### src/hw/rtl/shc_pkg.sv
// shc_pkg: shared types, codes and bit-placement functions for the SECDED (20,14) codec.
// No dependencies; imported by every module of the codec.
package shc_pkg;

  localparam int CodeBits   = 20;
  localparam int DataBits   = 14;
  localparam int LastSecPos = 19;
  localparam int SynBits    = 5;

  typedef logic [CodeBits-1:0] code_word_t;
  typedef logic [DataBits-1:0] data_word_t;
  typedef logic [SynBits-1:0]  syn_t;

  typedef enum logic [1:0] {
    FN_ENCODE  = 2'd0,
    FN_DECODE  = 2'd1,
    FN_EXTRACT = 2'd2,
    FN_UNUSED  = 2'd3
  } shc_func_t;

  typedef enum logic [1:0] {
    ST_CLEAN     = 2'd0,
    ST_PARITY    = 2'd1,
    ST_CORRECTED = 2'd2,
    ST_DOUBLE    = 2'd3
  } shc_status_t;

  typedef struct packed {
    code_word_t  code;
    data_word_t  data;
    shc_status_t status;
    syn_t        syndrome;
  } shc_result_t;

  // code positions holding data bits, data bit 1 first
  localparam logic [SynBits-1:0] DATA_POS [DataBits] = '{
    5'd3, 5'd5, 5'd6, 5'd7, 5'd9, 5'd10, 5'd11,
    5'd12, 5'd13, 5'd14, 5'd15, 5'd17, 5'd18, 5'd19
  };

  // XOR of the positions 1..19 whose bit is set; position p lives at bit CodeBits-p
  function automatic syn_t sec_syndrome(code_word_t w);
    syn_t s;
    s = '0;
    for (int p = 1; p <= LastSecPos; p++) begin
      s = s ^ ({SynBits{w[CodeBits-p]}} & SynBits'(p));
    end
    return s;
  endfunction

  function automatic data_word_t extract_data(code_word_t w);
    data_word_t d;
    for (int i = 0; i < DataBits; i++) begin
      d[DataBits-1-i] = w[CodeBits - int'(DATA_POS[i])];
    end
    return d;
  endfunction

endpackage

### src/hw/rtl/secded_hamming_20_14_codec_core.sv
// SECDED Hamming (20,14) codec, even parity. Each word carries a function code:
// encode 14 data bits to a 20-bit code word, decode with single-error correction
// and double-error detection, or pull the data bits out raw with no correction.
// Code positions 1..20 run MSB to LSB; check bits at 1,2,4,8,16, overall parity
// at 20. Throughput is one word per cycle while out_stall is low. An input
// register feeds the XOR trees of the encoder and decoder, and a result
// register holds the answer. A full input register waits behind a stalled
// result, so in_stall follows out_stall combinationally when the pipe is full.
// There is no configuration and no state beyond the two pipeline registers.
// Depends on shc_pkg, shc_encoder, shc_decoder.
module secded_hamming_20_14_codec_core (
  input  logic                 clk,
  input  logic                 rst,
  input  logic                 in_valid,
  output logic                 in_stall,
  input  logic [1:0]           func,
  input  shc_pkg::data_word_t  data_in,
  input  shc_pkg::code_word_t  code_in,
  output logic                 out_valid,
  input  logic                 out_stall,
  output shc_pkg::code_word_t  code_out,
  output shc_pkg::data_word_t  data_out,
  output logic [1:0]           status,
  output shc_pkg::syn_t        syndrome
);
  import shc_pkg::*;

  // input register
  logic        s1_valid;
  shc_func_t   s1_func;
  data_word_t  s1_data;
  code_word_t  s1_code;

  // result register
  shc_result_t res;
  shc_result_t res_next;

  logic        out_free;
  logic        s1_free;

  code_word_t  enc_code;
  shc_result_t dec_res;

  // a stage can load when it is empty or its word leaves this cycle
  assign out_free = !out_valid || !out_stall;
  assign s1_free  = !s1_valid || out_free;
  assign in_stall = !s1_free;

  always_ff @(posedge clk) begin
    if (rst) begin
      s1_valid <= 1'b0;
    end else if (s1_free) begin
      s1_valid <= in_valid;
    end
  end

  always_ff @(posedge clk) begin
    if (s1_free && in_valid) begin
      s1_func <= shc_func_t'(func);
      s1_data <= data_in;
      s1_code <= code_in;
    end
  end

  shc_encoder u_enc (
    .data (s1_data),
    .code (enc_code)
  );

  shc_decoder u_dec (
    .code (s1_code),
    .res  (dec_res)
  );

  // pick the result by function; unused fields are zero
  always_comb begin
    res_next = '0;
    case (s1_func)
      FN_ENCODE:  res_next.code = enc_code;
      FN_DECODE:  res_next      = dec_res;
      FN_EXTRACT: res_next.data = extract_data(s1_code);
      default:    res_next      = '0;
    endcase
  end

  always_ff @(posedge clk) begin
    if (rst) begin
      out_valid <= 1'b0;
    end else if (out_free) begin
      out_valid <= s1_valid;
    end
  end

  always_ff @(posedge clk) begin
    if (out_free && s1_valid) begin
      res <= res_next;
    end
  end

  assign code_out = res.code;
  assign data_out = res.data;
  assign status   = res.status;
  assign syndrome = res.syndrome;

endmodule

### src/hw/rtl/shc_encoder.sv
// shc_encoder: places 14 data bits and builds check and overall parity bits.
// Depends on shc_pkg.
module shc_encoder (
  input  shc_pkg::data_word_t data,
  output shc_pkg::code_word_t code
);
  import shc_pkg::*;

  code_word_t placed;
  code_word_t with_chk;
  syn_t       chk;

  always_comb begin
    placed = '0;
    for (int i = 0; i < DataBits; i++) begin
      placed[CodeBits - int'(DATA_POS[i])] = data[DataBits-1-i];
    end
  end

  assign chk = sec_syndrome(placed);

  always_comb begin
    with_chk = placed;
    for (int k = 0; k < SynBits; k++) begin
      with_chk[CodeBits - (1 << k)] = chk[k];
    end
  end

  // overall even parity of positions 1..19 lands in position 20 (LSB)
  assign code = {with_chk[CodeBits-1:1], ^with_chk[CodeBits-1:1]};

endmodule

### src/hw/rtl/shc_decoder.sv
// shc_decoder: syndrome, overall parity check, single-bit correction, data extract.
// Depends on shc_pkg.
module shc_decoder (
  input  shc_pkg::code_word_t  code,
  output shc_pkg::shc_result_t res
);
  import shc_pkg::*;

  syn_t        syn;
  logic        overall_bad;
  logic        syn_in_word;
  code_word_t  flip;
  code_word_t  fixed;
  shc_status_t st;

  assign syn         = sec_syndrome(code);
  assign overall_bad = ^code;
  assign syn_in_word = (syn <= SynBits'(CodeBits));

  always_comb begin
    for (int p = 1; p <= CodeBits; p++) begin
      flip[CodeBits-p] = (syn == SynBits'(p));
    end
  end

  always_comb begin
    fixed = code;
    st    = ST_CLEAN;
    if (syn == '0) begin
      st = overall_bad ? ST_PARITY : ST_CLEAN;
    end else if (overall_bad && syn_in_word) begin
      fixed = code ^ flip;
      st    = ST_CORRECTED;
    end else begin
      // double error, or single error pointing past the word
      st = ST_DOUBLE;
    end
  end

  assign res = '{code: fixed, data: extract_data(fixed), status: st, syndrome: syn};

endmodule

### config.mk
export PLATFORM = sky130hd
export DESIGN_NAME = secded_hamming_20_14_codec_core
export DESIGN_NICKNAME = d
export VERILOG_FILES = /design/src/hw/rtl/shc_pkg.sv /design/src/hw/rtl/secded_hamming_20_14_codec_core.sv /design/src/hw/rtl/shc_encoder.sv /design/src/hw/rtl/shc_decoder.sv
export SDC_FILE = /design/constraint.sdc
export NUM_CORES = 1
export LEC_CHECK = 0
export ABC_AREA = 1
export BUFFER_PORTS_ARGS = -buffer_cell sky130_fd_sc_hd__buf_2
export CORE_MARGIN = 1
export CORE_UTILIZATION = 30
export CTS_CLUSTER_SIZE = 40
export DETAILED_ROUTE_END_ITERATION = 6
export GPL_TIMING_DRIVEN = 0
export SYNTH_ARGS = -nofsm -noshare
export SYNTH_HDL_FRONTEND = slang
export SYNTH_HIERARCHICAL = 1
export SYNTH_SLANG_ARGS = --single-unit
### constraint.sdc
create_clock -name clk -period 2.8 [get_ports clk]
set_input_delay 0 -clock clk [delete_from_list [all_inputs] [get_ports clk]]
set_output_delay 0 -clock clk [all_outputs]
set_load 0.02 [all_outputs]
==> impl_metrics.csv, run 1 <==
group,metric,value,unit
worst_setup_path,worst-path-max-fanout,10,
placed_design,dp_cells,1104,
synthesis,synthMuxAreaShare,0,%
route,detail_route.vias_per_cell,4.48,
floorplan,chipHeight,141,um
synthesis,syn_area_per_cell,7.32,um^2
sta,final_min_period_over_clock_period,94.0,%
run_status,status,"completed",
clock_network,cts_buffer_depth,2,
synthesis,synth_simple_gate_area_share,38.6,%
sta,timing_max_transition_violations_final,0,
worst_setup_path,setup.worst_path.class,"register to register",
floorplan,die_area,0.0198,mm^2
global_routing,pin_count_of_the_biggest_net_entering_global_routing,37,
synthesis,synth-seq-cells,79,
route,drc,0,
floorplan,io_pins,83,
sta,skew,0.00888,ns
floorplan,core,0.0188,mm^2
synthesis,share_of_the_synthesized_area_in_compound_gates_ao_oa_aoi_oai,2.72,%
route,dr.pass1.iters,5,
worst_setup_path,critical_path_buf_inv_count,5,
synthesis,synth-warning-count,6,
sta,rsz_0062_raised_after_global_routing,"true",
floorplan,die_w,141,um
synthesis,netlist_top_cells_area,"edfxtp_1 (40%), nand2_1 (25%), nand3_1 (5.4%)",
finish,post_route_cells_drive_above_1_share,24.7,%
worst_setup_path,peak_per_stage_delay_on_the_critical_path,0.46,ns
global_routing,antenna_violations_before_repair,0,
clock_network,cts_root_buffer,"clkbuf_16",
clock_network,tritoncts,"done",
worst_hold_path,hold_class,"input port to register",
sta,max_slew_margin,46.1,%
synthesis,yosys.area_share.adder,0.652,%
synthesis,post_synth_xor_area_fraction,4.97,%
clock_network,cts.htree.levels,3,
worst_setup_path,worstPathCellList,"buf_6 > inv_2 > nand2_1 > nand2_2 > nand3_1 > nand2_2 > nand2_1 > inv_2 > nor2_4 > nand3_4 > nor2_4 > o21ai_2 > buf_6 > nand2_1 > nand2_1 > buf_4 > nand2_1 > nand2_1",
run,max_cap_violations,0,
synthesis,syn_inst,787,
route,routed-via-count,5213,
power,power_density,528,mW/mm^2
power,finalPower,3.85,mW
finish,area_growth,26.7,%
floorplan,std_cell_rows,50,
finish,num_antenna_cells,0,
clock_network,clock_sink_count,79,
route,post_detailed_routing_wire_length,15.6,mm
sta,worst_hold_slack,0.0310,ns
route,drt_iter0_markers,351,
synthesis,post_synthesis_instance_area,0.00576,mm^2
global_routing,grt_first_pass_wirelength,24.6,mm
global_routing,vias_in_the_first_global_route,4702,
sta,period_minus_slack,2.63,ns
synthesis,mappedNetlistNets,830,
power,static-leakage-power,3.63,nW
route,wirelength_per_cell,13.4,um
finish,commonest_non_fill_non_tap_cell_in_the_layout,"nand2_1",
worst_setup_path,crit_end_element,"register",
synthesis,yosysTopAreaCell,"edfxtp_1",
clock_network,clock_latency_late_sink,0.34,ns
worst_setup_path,worstSetupStartpointType,"register",
placed_design,io_buffer_count,82,
sta,tightestPinTransition,0.807,ns
clock_network,clk_transition_reported_paths,0.06,ns
finish,design.final.nets,967,
worst_setup_path,cp_delay_by_family_top,"simple AND/OR/NAND/NOR gates",
worst_setup_path,cp_data_arrival_time,2.73,ns
route,antenna_left,0,
synthesis,post-synth-top-area-fraction,40.1,%
placed_design,dp_hpwl,12.0,mm
sta,setup_viol,0,
worst_setup_path,path_common_cell,"nand2_1",
synthesis,synth_top_family_by_area,"simple AND/OR/NAND/NOR gates",
synthesis,post_synth_num_cell_types,33,
global_routing,global_route.overflow_total,0,
sta,post_route_setup_tns,0,ns
worst_setup_path,cp.required,2.89,ns
synthesis,synth-seq-area-share,40.8,%
placed_design,gpl.final_weighted_congestion,0.936,
finish,mostFrequentLayoutCells,"nand2_1 (383), buf_2 (91), edfxtp_1 (77), nand3_1 (61), inv_1 (53)",
worst_setup_path,timing.critical_path.slowest_stage_cell,"edfxtp_1",
sta,max_freq,380,MHz
global_routing,grt.total_usage,16.4,%
clock_network,cts_made_buffers,9,
power,max-vdd-ir-drop,0.255,mV
sta,timing.final.hold_violations,0,
finish,finish.cell_count_without_fillers,1163,
floorplan,initial_utilization,30.7,%
repair_timing:
item	4_1_cts	5_1_grt
buffers inserted	0	4
hold buffers	39	0
hold endpoints to repair	38	0
endpoints found under the setup margin	0	19
resized for setup	0	20
routing by layer:
| layer | part of all wire, % | vias up | track usage [%] | wire (um) |
|---|---|---|---|---|
| li1 | - | 2718 | - | - |
| met1 | 49 | 2340 | 23.0 | 7700 |
| met2 | 45 | 138 | 25.9 | 6990 |
| met3 | 4.5 | 17 | 2.58 | 706 |
| met4 | 1.5 | 0 | 5.03 | 234 |
| met5 | 0 | - | 0 | 0 |
worst register-to-register path: cells and delay by family, from the launching register on:
kind	cells	cell delay (ns)
AO/OA/AOI/OAI	1	0.10
AND/OR/NAND/NOR	12	1.25
buffers and inverters	5	0.59
flip-flops	1	0.46
worst paths after layout:
| kind | from | to | slack (ns) | cells past startpoint |
|---|---|---|---|---|
| worst max-delay path | s1_code[6] | code_out[8] | 0.17 | 18 |
| worst min-delay path | out_stall | s1_valid | 0.03 | 3 |
| worst max register to register | s1_code[6] | code_out[8] | 0.17 | 18 |
| worst min register to register | s1_valid | s1_valid | 0.56 | 2 |
registers in the layout (all words and copies together) (netlist names):
signal	cells
s1_valid	1
out_valid	1
data_out	14
s1_code	20
s1_func	2
code_out	20
syndrome	5
s1_data	14
status	2
power breakdown:
part	switching, mW	internal (mW)	total (mW)
registers	0.0471	1.39	1.43
clock network	0.453	0.738	1.19
logic	0.767	0.459	1.23
layout make-up:
class                           instances  area [um^2]
Fill cell                            1944        11500
Multi-Input combinational cell        583         2760
Sequential cell                        79         2350
Timing Repair Buffer                  126          871
Buffer                                 57          455
Tap cell                              234          293
Clock buffer                           13          260
Inverter                               68          260
Clock inverter                          3         42.5
stage by stage:
| step | area [um^2] | setup WS (ns) | utilization, % |
|---|---|---|---|
| after detailed placement | 6500 | 0.142 | 34.6 |
| after CTS | 7200 | 0.126 | 38.3 |
| after floorplan | 5760 | 0.649 | - |
| after global routing | 7300 | -0.0201 | 38.9 |
| after global placement | 6470 | 0.140 | 34.5 |
| final | 7300 | 0.167 | 38.9 |
synth_stat cells:
cell type and count:
nor2_1 31, buf_12 1, buf_6 8, inv_4 1, nand3_4 1, o21ai_2 1, o21ai_0 3, buf_4 35
nand2_4 1, nand3_2 5, xor2_2 1, nand2_1 389, clkbuf_1 1, nor2_4 2, nand3b_1 2, xnor2_1 19
o21ai_1 1, nand2_2 20, nor2_8 1, nand4_1 10, dfxtp_1 2, a21oi_2 10, xnor2_2 1, inv_1 54
nor2_2 2, buf_8 1, xor2_1 10, buf_2 11, inv_2 13, edfxtp_1 77, nand3_1 62, ha_1 3
a21oi_1 8
kinds of logic (layout without fill, tap and decap cells):
| group | Yosys count | after routing |
|---|---|---|
| XOR/XNOR | 31 | 31 |
| AND/OR/NAND/NOR | 526 | 526 |
| buffers and inverters | 125 | 267 |
| flip-flops | 79 | 79 |
| adder cells (fa/ha/maj) | 3 | 3 |
| AO/OA/AOI/OAI | 23 | 23 |
Note: power is estimated with default switching activity, not from simulation.
==> run 2: changes to the inputs <==
--- a/config.mk
+++ b/config.mk
@@ -8,10 +8,12 @@
 export ABC_AREA = 1
 export BUFFER_PORTS_ARGS = -buffer_cell sky130_fd_sc_hd__buf_2
 export CORE_MARGIN = 1
-export CORE_UTILIZATION = 30
+export CORE_UTILIZATION = 45
 export CTS_CLUSTER_SIZE = 40
 export DETAILED_ROUTE_END_ITERATION = 6
 export GPL_TIMING_DRIVEN = 0
+export HOLD_SLACK_MARGIN = 0.1
+export PLACE_DENSITY = 0.68
 export SYNTH_ARGS = -nofsm -noshare
 export SYNTH_HDL_FRONTEND = slang
 export SYNTH_HIERARCHICAL = 1
==> impl_metrics.csv, run 2 (same netlist as run 1, synthesis figures left out) <==
group,metric,value,unit
worst_hold_path,hold_class,"input port to register",
global_routing,pin_count_of_the_biggest_net_entering_global_routing,37,
power,share_clk_of_total_power,30.2,%
finish,commonest_non_fill_non_tap_cell_in_the_layout,"nand2_1",
route,detail_route.vias_per_cell,4.80,
worst_setup_path,cp.required,2.91,ns
floorplan,std_cell_rows,40,
worst_setup_path,worst_setup_endpoint,"code_out[2]",
placed_design,io_buffer_count,82,
placed_design,dp_hpwl,10.9,mm
global_routing,antenna_violations_before_repair,0,
worst_setup_path,worstSetupStartpointType,"register",
sta,max_slew_margin,41.9,%
clock_network,tritoncts,"done",
global_routing,grt.total_usage,24.1,%
worst_setup_path,rr_worst_depth,16,
floorplan,die_area,0.0133,mm^2
power,static-leakage-power,3.61,nW
power,sw_frac_of_total,34.7,%
finish,mostFrequentLayoutCells,"nand2_1 (387), buf_2 (93), edfxtp_1 (77), nand3_1 (61), inv_1 (53)",
sta,timing_max_transition_violations_final,0,
clock_network,cts_buffer_depth,2,
run,max_cap_violations,0,
clock_network,cts.htree.levels,3,
floorplan,chipHeight,115,um
finish,area_growth,23.8,%
sta,worst_hold_slack,0.349,ns
clock_network,clock_latency_late_sink,0.35,ns
sta,period_minus_slack,2.61,ns
sta,rsz_0062_raised_after_global_routing,"false",
power,power.combinational.fraction,31.6,%
finish,nFillCells,1139,
route,antenna_left,0,
route,routed-via-count,5266,
sta,setup_viol,0,
floorplan,initial_utilization,47.0,%
worst_setup_path,cp_data_arrival_time,2.72,ns
worst_setup_path,worst_r2r_startpoint,"s1_code[5]",
placed_design,post-place-ws,0.127,ns
worst_setup_path,worst-path-max-fanout,10,
sta,skew,0.0113,ns
route,dr.pass1.iters,5,
global_routing,global_route.overflow_total,0,
power,max-vdd-ir-drop,0.540,mV
worst_setup_path,rrSetupSlack,0.19,ns
route,wirelength_per_cell,13.6,um
sta,tightestPinTransition,0.870,ns
clock_network,cts_root_buffer,"clkbuf_16",
finish,design.final.nets,966,
power,power.net_switching,1.30,mW
worst_setup_path,setup.worst_path.class,"register to register",
sta,timing.final.hold_violations,0,
finish,post_route_cells_drive_above_1_share,24.2,%
clock_network,clk_transition_reported_paths,0.07,ns
floorplan,die_w,115,um
sta,timing.final.ws_setup,0.186,ns
route,post_detailed_routing_wire_length,14.9,mm
worst_setup_path,worst_r2r_endpoint,"code_out[2]",
worst_setup_path,crit_end_element,"register",
placed_design,dp_cells,1038,
clock_network,cts_made_buffers,9,
run_status,status,"completed",
power,sequentialPowerShare,38.2,%
sta,max_freq,382,MHz
floorplan,core,0.0123,mm^2
sta,post_route_setup_tns,0,ns
global_routing,vias_in_the_first_global_route,4701,
finish,finish.cell_count_without_fillers,1096,
clock_network,clock_sink_count,79,
floorplan,io_pins,83,
power,power_density,526,mW/mm^2
power,cell_internal_pwr,2.45,mW
placed_design,gpl.final_weighted_congestion,0.956,
route,drc,0,
global_routing,grt_first_pass_wirelength,23.7,mm
finish,num_antenna_cells,0,
sta,final_min_period_over_clock_period,93.4,%
worst_setup_path,crit_path_start,"s1_code[5]",
route,drt_iter0_markers,490,
## run 2: cell types whose count changed in the layout (fill, tap and decap cells not counted), sizes merged
cell	change
clkbuf	-4
buf	-1
bufinv	-1
inv	+4
clkinv	+1
## run 2: repair_timing
action	CTS	global route
hold buffers	39	0
endpoints found under the hold margin	41	0
setup endpoints to repair	0	15
setup buffers	0	3
gates resized for setup	0	6
## run 2: per-layer routing
layer	vias up	GRT usage (%)	routed length (um)
li1	2729	-	-
met1	2353	33.3	7110
met2	172	38.5	6640
met3	12	5.90	968
met4	0	4.76	152
met5	-	0	0
## run 2: cell type report
type / count / area (um^2) / share of cell area [%]
buffer: 57 / 447 / 6.26
tap: 168 / 210 / 2.95
clock inverter: 7 / 62.6 / 0.877
sequential: 79 / 2350 / 33.0
multi-input combinational: 583 / 2730 / 38.3
timing repair buffer: 125 / 843 / 11.8
clock buffer: 9 / 225 / 3.16
inverter: 68 / 258 / 3.61
## run 2: stage by stage
step	utilization (%)	cell area [um^2]	power [mW]
global route	58.2	7130	3.96
global placement	52.1	6380	2.57
detailed placement	52.3	6410	2.57
floorplan	-	5760	2.30
finish	58.2	7130	3.75
CTS	57.8	7090	3.75
## run 2: worst max-delay path, stage by stage (launching register included)
cell	delay [ns]
edfxtp_1	0.43
buf_6	0.18
inv_2	0.15
nand2_1	0.07
nand2_1	0.13
nor2_1	0.07
nor2_1	0.15
nand3_1	0.11
nand2_2	0.16
nand2_1	0.14
nor2_2	0.20
inv_1	0.09
o21ai_1	0.14
nand2_1	0.10
buf_4	0.14
nand2_1	0.06
nand2_1	0.06
## run 2: power groups by stage
stage | Sequential, mW | Clock (mW) | Combinational [mW]
final | 1.43 | 1.13 | 1.19
after global routing | 1.44 | 1.20 | 1.32
after floorplan | 1.49 | 0 | 0.814
after CTS | 1.43 | 1.16 | 1.16
after detailed placement | 1.46 | 0 | 1.12
after global placement | 1.46 | 0 | 1.11
## run 2: worst min path at each step
| stage | depth (start not counted) | startpoint | to |
|---|---|---|---|
| 5_1_grt | 2 | func[1] | s1_func[1] |
| 3_3_place_gp | 2 | rst | s1_valid |
| 6_report | 2 | data_in[1] | s1_data[1] |
| 4_1_cts | 3 | rst | out_valid |
| 2_1_floorplan | 1 | rst | out_valid |
| 3_5_place_dp | 2 | rst | s1_valid |
==> run 3: changes to the inputs <==
--- a/config.mk
+++ b/config.mk
@@ -7,14 +7,15 @@
 export LEC_CHECK = 0
 export ABC_AREA = 1
 export BUFFER_PORTS_ARGS = -buffer_cell sky130_fd_sc_hd__buf_2
+export CELL_PAD_IN_SITES_DETAIL_PLACEMENT = 1
+export CELL_PAD_IN_SITES_GLOBAL_PLACEMENT = 1
 export CORE_MARGIN = 1
-export CORE_UTILIZATION = 45
+export CORE_UTILIZATION = 38
 export CTS_CLUSTER_SIZE = 40
 export DETAILED_ROUTE_END_ITERATION = 6
 export GPL_TIMING_DRIVEN = 0
 export HOLD_SLACK_MARGIN = 0.1
-export PLACE_DENSITY = 0.68
+export PLACE_DENSITY_LB_ADDON = 0.1
 export SYNTH_ARGS = -nofsm -noshare
 export SYNTH_HDL_FRONTEND = slang
-export SYNTH_HIERARCHICAL = 1
 export SYNTH_SLANG_ARGS = --single-unit
==> impl_metrics.csv, run 3 <==
group,metric,value,unit
synthesis,synth-seq-cells,79,
worst_setup_path,peak_per_stage_delay_on_the_critical_path,0.51,ns
floorplan,chipHeight,115,um
sta,skew,0.00713,ns
sta,final_min_period_over_clock_period,93.9,%
floorplan,die_area,0.0132,mm^2
placed_design,gpl.final_weighted_congestion,0.883,
synthesis,netlist_top_cells_area,"edfxtp_1 (48%), nand2_1 (19%), nand3_1 (6.6%)",
synthesis,post_synth_num_cell_types,31,
route,detail_route.vias_per_cell,4.92,
run_status,status,"completed",
worst_setup_path,cp_data_arrival_time,2.73,ns
finish,post_route_cells_drive_above_1_share,23.0,%
worst_setup_path,timing.critical_path.slowest_stage_cell,"xor2_2",
global_routing,global_route.overflow_total,0,
synthesis,syn_area_per_cell,8.11,um^2
global_routing,antenna_violations_before_repair,0,
worst_setup_path,path_common_cell,"nand2_1",
synthesis,synthArstFlopShare,0,%
power,static-leakage-power,2.96,nW
power,power_density,585,mW/mm^2
clock_network,cts_buffer_depth,2,
global_routing,grt_first_pass_wirelength,23.7,mm
synthesis,post-synth-top-area-fraction,47.8,%
clock_network,cts_made_buffers,9,
route,antenna_left,0,
clock_network,cts.htree.levels,3,
power,max-vdd-ir-drop,0.453,mV
sta,max_slew_margin,44.1,%
power,finalPower,3.71,mW
finish,area_growth,31.1,%
global_routing,pin_count_of_the_biggest_net_entering_global_routing,37,
route,routed-via-count,4525,
synthesis,mappedNetlistNets,639,
sta,timing.final.hold_violations,0,
floorplan,core,0.0122,mm^2
placed_design,dp_hpwl,11.2,mm
sta,post_route_setup_tns,0,ns
route,drc,0,
sta,period_minus_slack,2.63,ns
clock_network,tritoncts,"done",
synthesis,syn_inst,596,
synthesis,synth-edff-count,77,
sta,timing_max_transition_violations_final,0,
worst_setup_path,worstPathCellList,"clkbuf_4 > xnor2_2 > xor2_2 > nand3_1 > nor2_2 > nand2_1 > xor2_1 > nand2_1 > o211ai_1 > nand2_1",
floorplan,std_cell_rows,40,
route,wirelength_per_cell,16.3,um
finish,design.final.nets,790,
clock_network,clock_latency_late_sink,0.36,ns
clock_network,clk_transition_reported_paths,0.06,ns
synthesis,synth_top_flop_cell,"edfxtp_1",
floorplan,initial_utilization,39.6,%
synthesis,synth-warning-count,0,
worst_hold_path,hold_class,"input port to register",
worst_setup_path,cp_delay_by_family_top,"XOR/XNOR gates",
worst_setup_path,critical_path_buf_inv_count,1,
worst_setup_path,cp.required,2.90,ns
synthesis,synth-seq-area-share,48.6,%
clock_network,cts_root_buffer,"clkbuf_16",
finish,commonest_non_fill_non_tap_cell_in_the_layout,"nand2_1",
placed_design,io_buffer_count,82,
synthesis,post_synthesis_instance_area,0.00484,mm^2
run,max_cap_violations,0,
clock_network,clock_sink_count,79,
worst_setup_path,worst-path-max-fanout,9,
worst_setup_path,crit_end_element,"register",
synthesis,post-synth-top-count-cell,"nand2_1",
worst_setup_path,setup.worst_path.class,"register to register",
floorplan,die_w,115,um
global_routing,grt.total_usage,24.4,%
synthesis,yosysTopAreaCell,"edfxtp_1",
floorplan,io_pins,83,
worst_setup_path,worstSetupStartpointType,"register",
route,drt_iter0_markers,232,
sta,setup_viol,0,
finish,mostFrequentLayoutCells,"nand2_1 (239), buf_2 (85), edfxtp_1 (77), nand3_1 (64)",
finish,num_antenna_cells,0,
sta,tightestPinTransition,0.838,ns
sta,max_freq,380,MHz
global_routing,vias_in_the_first_global_route,4660,
synthesis,post_synth_most_frequent_cells,"nand2_1 (244), edfxtp_1 (77), nand3_1 (64)",
route,post_detailed_routing_wire_length,15.0,mm
route,dr.pass1.iters,4,
[run 3: worst reg2reg max path, stage by stage, from the launching register on]
cell      delay (ns)
edfxtp_1        0.35
clkbuf_4        0.22
xnor2_2         0.27
xor2_2          0.51
nand3_1         0.22
nor2_2          0.31
nand2_1         0.11
xor2_1          0.14
nand2_1         0.06
o211ai_1        0.11
nand2_1         0.09
[run 3: what timing repair did]
action	CTS	global route
setup endpoints to repair	0	28
buffers inserted	0	16
resized for setup	0	12
hold endpoints to repair	40	0
hold buffers	41	0
[run 3: final timing paths]
| kind | start | end | slack, ns | cells after the start |
|---|---|---|---|---|
| hold reg to reg | s1_data[11] | code_out[14] | 0.61 | 2 |
| hold / removal | data_in[9] | s1_data[9] | 0.35 | 2 |
| setup reg to reg | s1_code[3] | code_out[16] | 0.17 | 10 |
| setup / recovery | s1_code[3] | code_out[16] | 0.17 | 10 |
[run 3: logic make-up (layout without fill, tap and decap cells)]
kind of cell	Yosys count	after routing	share of synthesized area, %
AO/OA/AOI/OAI	39	39	4.48
XOR/XNOR	38	38	7.19
adder cells (fa/ha/maj)	3	3	0.776
buffers and inverters	72	228	6.26
flip-flops	79	79	48.6
AND/OR/NAND/NOR	365	365	32.7
[run 3: layer usage]
| metal | global-route usage (%) | routed length (um) |
|---|---|---|
| met1 | 28.9 | 6500 |
| met2 | 44.4 | 7770 |
| met3 | 3.58 | 461 |
| met4 | 10.1 | 284 |
| met5 | 0 | 0 |
[run 3: per-stage QoR]
step / cell area [um^2] / std cells / hold slack, ns / worst slack (ns) / utilization [%]
2_1_floorplan: 4840 / 596 / 0.0691 / 0.674 / -
3_3_place_gp: 5460 / 846 / 0.170 / 0.158 / 44.7
3_5_place_dp: 5490 / 847 / 0.178 / 0.0947 / 44.9
4_1_cts: 6190 / 904 / 0.339 / 0.0921 / 50.7
5_1_grt: 6340 / 920 / 0.353 / -0.0186 / 51.9
6_report: 6340 / 920 / 0.353 / 0.170 / 51.9
[run 3: final cells by class]
type                    count  area [um^2]
repair buffers            140          961
multi-input cells         445         2210
well taps                 168          210
clock inverters             7         71.3
clock buffers               9          225
plain buffers              16         97.6
inverters                  56          213
flip-flops and latches     79         2350
fillers                  1533         5870
[run 3: power breakdown]
part | internal, mW | total (mW) | switching (mW) | leakage (nW)
Clock | 0.690 | 1.20 | 0.513 | 0.139
Combinational | 0.377 | 1.07 | 0.697 | 2.05
Sequential | 1.39 | 1.43 | 0.0409 | 0.770
Total | 2.46 | 3.71 | 1.25 | 2.96
